===== src/rtl/core/modexp_pkg.sv =====
`timescale 1ns / 1ps

package modexp_pkg;

    // field widths
    localparam int BASE_W    = 30;
    localparam int EXPO_W    = 32;
    localparam int RES_W     = 30;

    // number of exponent bits examined, low bits first
    localparam int EXP_WIDTH = 32;
    localparam int BIT_CNT_W = (EXP_WIDTH > 1) ? $clog2(EXP_WIDTH) : 1;

    // shared multiplier
    localparam int MUL_W     = 32;
    localparam int PROD_W    = 2 * MUL_W;

    // full modular product and barrett reduction, k = RES_W
    localparam int P_W       = 2 * RES_W;
    localparam int Q_SHIFT   = RES_W - 1;
    localparam int H_SHIFT   = RES_W + 1;
    localparam int Q_W       = P_W - Q_SHIFT;
    localparam int H_W       = 31;
    localparam int R_W       = 32;

    localparam logic [RES_W-1:0] MODULUS    = 30'd1000000007;
    // floor(2^60 / modulus)
    localparam logic [H_W-1:0]   BARRETT_MU = 31'd1152921496;

    // sequencer: seven steps per exponent bit
    typedef enum logic [7:0] {
        ST_IDLE     = 8'b0000_0001,
        ST_MUL_ACC  = 8'b0000_0010,
        ST_MUL_SQ   = 8'b0000_0100,
        ST_EST_ACC  = 8'b0000_1000,
        ST_EST_SQ   = 8'b0001_0000,
        ST_BACK_ACC = 8'b0010_0000,
        ST_BACK_SQ  = 8'b0100_0000,
        ST_FOLD_SQ  = 8'b1000_0000
    } state_t;

endpackage


===== src/rtl/core/modular_exponentiation_unit.sv =====
`timescale 1ns / 1ps

// Modular exponentiation: power_mod = base ** exponent mod 1000000007.
// Command channel: a transaction is taken at the rising edge where start is
// high and busy is low; base and exponent are sampled at that edge. A base at
// or above the modulus is reduced first. busy stays high while the item runs.
// Result channel: done is high for exactly one cycle with power_mod valid;
// the receiver has no way to stall, so it must take the value in that cycle.
// After the accepting edge the unit works through all 32 exponent bits, low
// bit first, and then raises done. busy falls in the same cycle done rises,
// so a new start may be taken at the edge ending that cycle; no new item is
// taken while one is running. Each exponent bit costs six passes through
// the single 32x32 registered multiplier (product, barrett estimate and
// back-multiply for both the accumulator and the running square) plus a
// correction step that folds the running square.
// An exponent of zero gives 1. Nothing is kept between items.
// Reset (rst_n low, asynchronous) returns the sequencer to idle and clears
// done; an item in flight is dropped.

module modular_exponentiation_unit
    import modexp_pkg::*;
(
    input  logic              clk,
    input  logic              rst_n,
    input  logic              start,
    output logic              busy,
    input  logic [BASE_W-1:0] base,
    input  logic [EXPO_W-1:0] exponent,
    output logic              done,
    output logic [RES_W-1:0]  power_mod
);

    state_t                 state_reg, state_next;
    logic [BIT_CNT_W-1:0]   bit_cnt_reg, bit_cnt_next;
    logic                   done_reg, done_next;

    logic [RES_W-1:0]       acc_reg, acc_next;
    logic [RES_W-1:0]       sq_reg, sq_next;
    logic [EXP_WIDTH-1:0]   exp_reg, exp_next;
    logic [P_W-1:0]         p1_reg, p1_next;
    logic [P_W-1:0]         p2_reg, p2_next;
    logic [H_W-1:0]         h1_reg, h1_next;
    logic [H_W-1:0]         h2_reg, h2_next;
    logic [RES_W-1:0]       power_mod_reg, power_mod_next;

    logic [MUL_W-1:0]       mul_a, mul_b;
    logic [PROD_W-1:0]      mul_prod;
    logic                   accept;
    logic                   last_bit;
    logic [RES_W-1:0]       base_red;
    logic [RES_W-1:0]       fold_res;
    logic [R_W-1:0]         fold_lo;

    // barrett remainder lies below three moduli: pick r, r - m or r - 2m
    function automatic logic [RES_W-1:0] fold(input logic [R_W-1:0] r);
        logic [R_W-1:0] m1;
        logic [R_W-1:0] m2;
        logic [RES_W-1:0] res;
        m1 = R_W'(MODULUS);
        m2 = R_W'(MODULUS) << 1;
        if (r >= m2)
        begin
            res = RES_W'(r - m2);
        end
        else if (r >= m1)
        begin
            res = RES_W'(r - m1);
        end
        else
        begin
            res = RES_W'(r);
        end
        return res;
    endfunction

    // shared multiplier
    modexp_mul u_mul (
        .clk  (clk),
        .a    (mul_a),
        .b    (mul_b),
        .prod (mul_prod)
    );

    assign accept   = start && (state_reg == ST_IDLE);
    assign last_bit = (bit_cnt_reg == BIT_CNT_W'(EXP_WIDTH - 1));
    assign base_red = (base >= MODULUS) ? (base - MODULUS) : base;

    // low product word of the operand being folded this cycle
    assign fold_lo  = (state_reg == ST_FOLD_SQ) ? p2_reg[R_W-1:0] : p1_reg[R_W-1:0];
    assign fold_res = fold(fold_lo - mul_prod[R_W-1:0]);

    // multiplier operand select
    always_comb
    begin
        mul_a = '0;
        mul_b = '0;
        unique case (state_reg)
            ST_MUL_ACC:
            begin
                mul_a = MUL_W'(acc_reg);
                mul_b = MUL_W'(sq_reg);
            end
            ST_MUL_SQ:
            begin
                mul_a = MUL_W'(sq_reg);
                mul_b = MUL_W'(sq_reg);
            end
            ST_EST_ACC:
            begin
                mul_a = MUL_W'(p1_reg[P_W-1:Q_SHIFT]);
                mul_b = MUL_W'(BARRETT_MU);
            end
            ST_EST_SQ:
            begin
                mul_a = MUL_W'(p2_reg[P_W-1:Q_SHIFT]);
                mul_b = MUL_W'(BARRETT_MU);
            end
            ST_BACK_ACC:
            begin
                mul_a = MUL_W'(h1_reg);
                mul_b = MUL_W'(MODULUS);
            end
            ST_BACK_SQ:
            begin
                mul_a = MUL_W'(h2_reg);
                mul_b = MUL_W'(MODULUS);
            end
            default:
            begin
                mul_a = '0;
                mul_b = '0;
            end
        endcase
    end

    // sequencer and datapath next state
    always_comb
    begin
        state_next     = state_reg;
        bit_cnt_next   = bit_cnt_reg;
        done_next      = 1'b0;
        acc_next       = acc_reg;
        sq_next        = sq_reg;
        exp_next       = exp_reg;
        p1_next        = p1_reg;
        p2_next        = p2_reg;
        h1_next        = h1_reg;
        h2_next        = h2_reg;
        power_mod_next = power_mod_reg;
        unique case (state_reg)
            ST_IDLE:
            begin
                if (accept)
                begin
                    sq_next      = base_red;
                    acc_next     = RES_W'(1);
                    exp_next     = EXP_WIDTH'(exponent);
                    bit_cnt_next = '0;
                    state_next   = ST_MUL_ACC;
                end
            end
            ST_MUL_ACC:
            begin
                state_next = ST_MUL_SQ;
            end
            ST_MUL_SQ:
            begin
                p1_next    = mul_prod[P_W-1:0];
                state_next = ST_EST_ACC;
            end
            ST_EST_ACC:
            begin
                p2_next    = mul_prod[P_W-1:0];
                state_next = ST_EST_SQ;
            end
            ST_EST_SQ:
            begin
                h1_next    = mul_prod[H_SHIFT +: H_W];
                state_next = ST_BACK_ACC;
            end
            ST_BACK_ACC:
            begin
                h2_next    = mul_prod[H_SHIFT +: H_W];
                state_next = ST_BACK_SQ;
            end
            ST_BACK_SQ:
            begin
                // accumulator takes the product only for a set exponent bit
                if (exp_reg[0])
                begin
                    acc_next = fold_res;
                end
                state_next = ST_FOLD_SQ;
            end
            ST_FOLD_SQ:
            begin
                sq_next  = fold_res;
                exp_next = exp_reg >> 1;
                if (last_bit)
                begin
                    power_mod_next = acc_reg;
                    done_next      = 1'b1;
                    state_next     = ST_IDLE;
                end
                else
                begin
                    bit_cnt_next = bit_cnt_reg + 1'b1;
                    state_next   = ST_MUL_ACC;
                end
            end
            default:
            begin
                state_next = ST_IDLE;
            end
        endcase
    end

    // control registers
    always_ff @(posedge clk or negedge rst_n)
    begin
        if (!rst_n)
        begin
            state_reg   <= ST_IDLE;
            bit_cnt_reg <= '0;
            done_reg    <= 1'b0;
        end
        else
        begin
            state_reg   <= state_next;
            bit_cnt_reg <= bit_cnt_next;
            done_reg    <= done_next;
        end
    end

    // payload registers
    always_ff @(posedge clk)
    begin
        acc_reg       <= acc_next;
        sq_reg        <= sq_next;
        exp_reg       <= exp_next;
        p1_reg        <= p1_next;
        p2_reg        <= p2_next;
        h1_reg        <= h1_next;
        h2_reg        <= h2_next;
        power_mod_reg <= power_mod_next;
    end

    assign busy      = (state_reg != ST_IDLE);
    assign done      = done_reg;
    assign power_mod = power_mod_reg;

endmodule


===== src/rtl/core/modexp_mul.sv =====
`timescale 1ns / 1ps

module modexp_mul
    import modexp_pkg::*;
(
    input  logic              clk,
    input  logic [MUL_W-1:0]  a,
    input  logic [MUL_W-1:0]  b,
    output logic [PROD_W-1:0] prod
);

    logic [PROD_W-1:0] prod_reg;
    logic [PROD_W-1:0] prod_next;

    // unsigned product, registered
    always_comb
    begin
        prod_next = PROD_W'(a) * PROD_W'(b);
    end

    always_ff @(posedge clk)
    begin
        prod_reg <= prod_next;
    end

    assign prod = prod_reg;

endmodule


===== config.mk =====
export PLATFORM = sky130hd
export DESIGN_NAME = modular_exponentiation_unit
export DESIGN_NICKNAME = d
export VERILOG_FILES = /design/src/rtl/core/modexp_pkg.sv /design/src/rtl/core/modular_exponentiation_unit.sv /design/src/rtl/core/modexp_mul.sv
export SDC_FILE = /design/constraint.sdc
export NUM_CORES = 2
export LEC_CHECK = 0
export BUFFER_PORTS_ARGS = -buffer_cell sky130_fd_sc_hd__buf_2
export CAP_MARGIN = 0
export CORE_MARGIN = 5
export CORE_UTILIZATION = 50
export CTS_BUF_LIST = sky130_fd_sc_hd__clkbuf_4 sky130_fd_sc_hd__clkbuf_8
export DETAILED_ROUTE_END_ITERATION = 8
export PLACE_DENSITY = 0.66
export SETUP_SLACK_MARGIN = 0.02
export SLEW_MARGIN = 25
export SYNTH_ARGS = -nofsm -noshare
export SYNTH_HDL_FRONTEND = slang
export SYNTH_SLANG_ARGS = --single-unit

===== constraint.sdc =====
create_clock -name clk -period 15.43 [get_ports clk]
set_input_delay 1.543 -clock clk [delete_from_list [all_inputs] [get_ports clk]]
set_output_delay 1.543 -clock clk [all_outputs]
set_load 0.05 [all_outputs]

---- Yosys cells after proc, flatten, opt, wreduce, memory -nomap -nowiden ----
Cells that the tools add are included.
storage, ports and cells
  flip-flop bits (word level) ............. 380
  output and inout port bits .............. 32
  bits of input ports ..................... 65
  word-level logic and storage cells ...... 65
cells by class
  $mul .................................... 1
  equal/unequal tests ..................... 13
  $lt $le $gt $ge ......................... 3
  reduce and logical (&&, ||, !) cells .... 10
  $add $sub $neg .......................... 5
  muxes and demuxes ....................... 21
operators by type and width
  cell                                                    count
  case mux 31 bit (6 select lines)                        1
  two-way mux 30 bit                                      6
  case mux 30 bit (2 select lines)                        2
  case mux 31 bit (3 select lines)                        1
  subtractor 30 bit (second input constant)               3
  two-way mux 32 bit                                      2
  case mux 32 bit (2 select lines)                        1
  case mux 8 bit (8 select lines)                         1
  multiplier 31 x 31 -> 62 bit                            1
  >= comparator 32 x 30 -> 1 bit (second input constant)  1
  >= comparator 32 x 31 -> 1 bit (second input constant)  1
  subtractor 32 bit                                       1
  >= comparator 30 bit (second input constant)            1
  two-way mux 5 bit                                       2
  case mux 5 bit (2 select lines)                         1
  equality test 8 x 1 -> 1 bit (second input constant)    1
  equality test 8 x 2 -> 1 bit (second input constant)    1
  equality test 8 x 3 -> 1 bit (second input constant)    1
  equality test 8 x 4 -> 1 bit (second input constant)    1
  equality test 8 x 5 -> 1 bit (second input constant)    1
  equality test 8 x 6 -> 1 bit (second input constant)    1
  equality test 8 x 7 -> 1 bit (second input constant)    1
  equality test 8 bit (second input constant)             1
  two-way mux 8 bit                                       1
  other kinds (11)                                        19

---- Depth between registers and ports, before layout ----
  depth in word-level cells ............... 8
  mapped depth ............................ 38
  mapped depth without buffers ............ 35

---- Cells and area by module ----
Synthesis repeated with hierarchy kept, for this count alone.
second synthesis, totals
  cells, all modules ...................... 5287
  area total of the unflattened synthesis .. 51271.7 sq um
by module, submodules not included
  module                       seq. area each (sq um)  area each (sq um)  cells each  times used
  modexp_mul                   1281.2                  34589.4            3749        1
  modular_exponentiation_unit  9480.3                  16682.2            1538        1

---- Least setup slack after synthesis ----
No wires, ideal clock.
  kind .................................... register to register
  start ................................... register state_reg[1]
  end ..................................... register u_mul.prod_reg[60] (netlist: u_mul.prod[60])
  arrival time ............................ 11.050 ns
  library setup time ...................... 0.072 ns
  period minus slack after synthesis ...... 11.121 ns
  cell stages (with the launch flop) ...... 35
  data required time ...................... 15.358 ns
  setup slack ............................. 4.309 ns
  path buffers ............................ 5
  cell sequence ........................... dfrtp_1 > nor4_1 > nand2_1 > nor3b_1 > clkbuf_1 > clkbuf_1 > buf_1 > a221o_1 > clkbuf_1 > nand2_1 > fa_1 > inv_1 > fa_1 > inv_1 > fa_1 > fa_1 > inv_1 > fa_1 > fa_1 > fa_1 > fa_1 > ha_1 > clkbuf_2 > nand4_1 > or2_2 > or4_1 > a31oi_1 > nor3_1 > o41a_1 > a31oi_1 > a41o_1 > nand3_1 > and2_4 > o41ai_2 > xor2_1
between the ends
  word-level cells in the longest chain between the ends .. 4
  elaborated cells on any way between the ends .. 12
  those cells by class .................... mul (1); eq/ne (6); mux (2); reduce/logical (3)
RTL lines
  item                                                  line                                text
  start: declaration                                    modular_exponentiation_unit.sv:33   state_t state_reg, state_next;
  start signal: assignment                              modular_exponentiation_unit.sv:229  state_reg <= state_next;
  equality test 8 x 7 -> 1 bit (tied with other cells)  modular_exponentiation_unit.sv:97   unique case (state_reg)
  OR reduction 2 bit (no line)                          -
  case mux 31 bit (3 select lines)                      modular_exponentiation_unit.sv:97
  multiplier 31 x 31 -> 62 bit (*)                      modexp_mul.sv:18                    prod_next = PROD_W'(a) * PROD_W'(b);
  via u_mul.prod_next[60]                               modexp_mul.sv:13                    logic [PROD_W-1:0] prod_next;
  end signal: assignment                                modexp_mul.sv:23                    prod_reg <= prod_next;
  end: declaration                                      modexp_mul.sv:12                    logic [PROD_W-1:0] prod_reg;
Mark *: on every way through the listed nets, which the timed path passes. The rest lies on a longest branch.
A chain may end at the register's enable or synchronous reset.

---- Worst setup path after layout ----
  start ................................... register state_reg[1]
  end ..................................... register u_mul.prod_reg[59] (netlist: u_mul.prod[59])
Same word-level chain as after synthesis.

==> key figures <==
Run status
  • Outcome: complete, no violations

Drt
  • Vias per inst: 5.794
  • Routed Wire Length: approximately 150000 µm
  • DRT Pass-1 Iters: 6
  • Iteration-0 DRC Markers: about 3.6k
  • Via count: between 30k and 40k
  • Routed wire per std cell: around 24 µm
  • Post-DRT Antenna Nets: 0
  • Drt drc: 0

Layout
  • Fin nets: roughly 6.2k
  • Largest register FFs: 62
  • Non-filler cells in the finished layout: around 6.3k
  • Layout area overhead: 7.143%
  • Fraction of layout cells with a size suffix above 1: 0.08181
  • Final instance area: 51220 µm²

Worst hold path
  • HP Class: flip-flop to flip-flop

Critical path
  • Largest stage delay, worst path: roughly 0.74 ns
  • Req. time, crit path: roughly 16 ns
  • Setup CP Type: flip-flop to flip-flop
  • CP Launch Type: flip-flop
  • CP max-delay cell: buf_4
  • Crit path capture type: flip-flop
  • Most used cell, CP: fa_1
  • Critical Path Fanout Max: between 70 and 80
  • Critical Path AT: 12.46 ns

CTS
  • Buffer depth of the longest clock path: 3
  • Post-CTS Setup Inserts: 0
  • CTS tree: done
  • Clk Latency, worst-skew pair: 0.68 ns
  • PostCTS Resize Cnt: 0
  • CTS Buf Count: between 50 and 60
  • Hold_buf cts: 0
  • Worst-path clk slew: 0.07 ns
  • CTS H-tree lvls: 2
  • Clock sinks: between 300 and 400
  • Root buffer cell: clkbuf_8

Placement
  • Hpwl dp: roughly 120000 µm
  • Routability cong.: roughly 1.0
  • # port buffers: 96
  • DP Cell Count: ~6.2k
  • Post-DP Area: between 40000 and 50000 µm²

Floorplanning
  • Core area: between 90000 and 100000 µm²
  • DIE AREA: 101900 µm²
  • Initial Util: 0.5031
  • # rows: ~110
  • I/O pins: 97
  • Die W: 319.2 µm
  • Die Ht: roughly 320 µm

Synth
  • Synth Area in Compound Gates: 0.09227
  • Synthesized area: 47800 µm²
  • Mapped Cells: roughly 5k
  • Synth Area in Simple Gates: 0.1379
  • Sequential area share after synthesis: 0.2243
  • Synth area leaders: fa_1 (35%), edfxtp_1 (19%), ha_1 (7.6%), inv_1 (6.9%), nand2_1 (5.8%)
  • Synthesized flop and latch total: between 300 and 400
  • Post-synth top area share: 0.3510
  • Synth Area in Adders: 0.4274
  • Main combinational cell family by area after synthesis: adder cells
  • Syn_area_per_cell: approximately 9.6 µm²
  • Post-synthesis xor/xnor area fraction: 0.02565
  • Syn. warnings: 0
  • Commonest cells in the netlist: inv_1 (874), fa_1 (838), nand2_1 (736)
  • Most frequent cell after synthesis: inv_1
  • Asr flop ratio synth: 0.03684
  • Mux share of post-synthesis cell area: 0.002984
  • Distinct cells, synth: roughly 110
  • Ys flop type: edfxtp_1
  • EDFF count, synth: 304
  • Post-synth top area cell: fa_1

Pwr
  • Power Density: roughly 93 nW/µm²
  • Power after layout: roughly 4.8 mW
  • Max VDD drop: approximately 0.096 mV
  • Leak Pwr: between 20 and 25 nW

STA
  • RSZ-0062 raised after global routing: no
  • FMAX: ~0.084 GHz
  • Skew final: ~0.068 ns
  • Final hold slack: about 0.45 ns
  • TNS Setup: 0 ns
  • Final setup vio count: 0
  • Period utilisation layout: 0.7691
  • Final hold violations: 0
  • Worst-margin pin slew: ~1.2 ns
  • Slew HR: 0.2286
  • Slew Viols, Final: 0
  • Period minus WS final: 11.87 ns

GRT
  • GR Util All Layers: 0.3011
  • First-pass GRT wire length: 232900 µm
  • Initial antenna violation count: 4
  • Vias in the first global route: around 38k
  • Overflow after GRT: 0
  • Largest net degree at the start of global routing: 75

Run
  • Max cap viols: 0
[placed cells by master, fill, tap and decap left out, types with 22 or more instances in the layout]
master,netlist,final
a21o_1,75,74
a21oi_1,148,137
a22o_1,57,57
a22oi_1,35,35
buf_2,17,96
buf_4,4,103
clkbuf_4,0,28
clkbuf_8,0,62
dfxtp_1,62,62
edfxtp_1,304,304
fa_1,838,838
ha_1,292,292
inv_1,874,872
nand2_1,736,736
nand3_1,60,60
nor2_1,589,589
nor3_1,42,25
o21ai_0,68,68
o21ai_1,22,22
or3_1,26,26
xnor2_1,88,88
xor2_1,39,39
[final cells by class]
class / instances / area [µm²]
antenna: 3 / 7.507
clock buffer: 90 / 1064
clock inverter: 21 / 242.7
fill: 8626 / 43800
inverter: 874 / 3281
multi-input combinational: 3484 / 33060
sequential: 380 / 10720
tap: 1265 / 1583
timing repair buffer: 199 / 1254
[per-layer routing]
metal,share of wire,vias to the layer above,GRT usage
met3,0.11,468,0.06887
met4,0.062,2,0.1447
met5,0.000085,-,0
met1,0.38,18440,0.3988
li1,-,15760,-
met2,0.45,1928,0.4732
[path summary, 6_finish.rpt]
| path | cells past startpoint | start | to | slack (ns) |
|---|---|---|---|---|
| setup / recovery | 33 | state_reg[1] | u_mul.prod[59] | 3.56 |
| hold / removal | 0 | u_mul.prod[40] | h1_reg[9] | 0.45 |
| setup reg to reg | 33 | state_reg[1] | u_mul.prod[59] | 3.56 |
| hold reg to reg | 0 | u_mul.prod[40] | h1_reg[9] | 0.45 |
| max in group asynchronous | 1 | rst_n | state_reg[0] | 14.32 |
| min in group asynchronous | 1 | rst_n | done | 0.79 |
[report_power, final]
group          switching, mW  internal, mW
Clock                  0.415         0.526
Combinational           1.72         0.690
Sequential             0.140          1.28
Total                   2.27          2.49
[critical path, delay by kind of cell, from the launching register on]
kind	cells	cell delay, ns
AO/OA/AOI/OAI	12	3.55
XOR/XNOR	1	0.13
adder cells (fa/ha/maj)	9	4.41
buffers and inverters	4	1.15
flip-flops	1	0.43
AND/OR/NAND/NOR	7	2.06
[cell families (layout without fill, tap and decap cells)]
family | Yosys count | after routing
xor gates and xnor gates | 134 | 134
other | 2 | 9
and+or+nand+nor | 1591 | 1591
buffers and inverters | 1120 | 1184
adders and majority gates | 1130 | 1130
muxes | 14 | 14
AOI/OAI and AO/OA | 609 | 609
DFF | 380 | 380
[stage by stage]
| step | util | setup WS, ns |
|---|---|---|
| after floorplan | - | 4.309 |
| after global placement | 0.5252 | 3.904 |
| after detailed placement | 0.5252 | 3.625 |
| after CTS | 0.5390 | 3.580 |
| after global routing | 0.5390 | 3.122 |
| final | 0.5390 | 3.563 |
(Power assumes the default switching activity.)
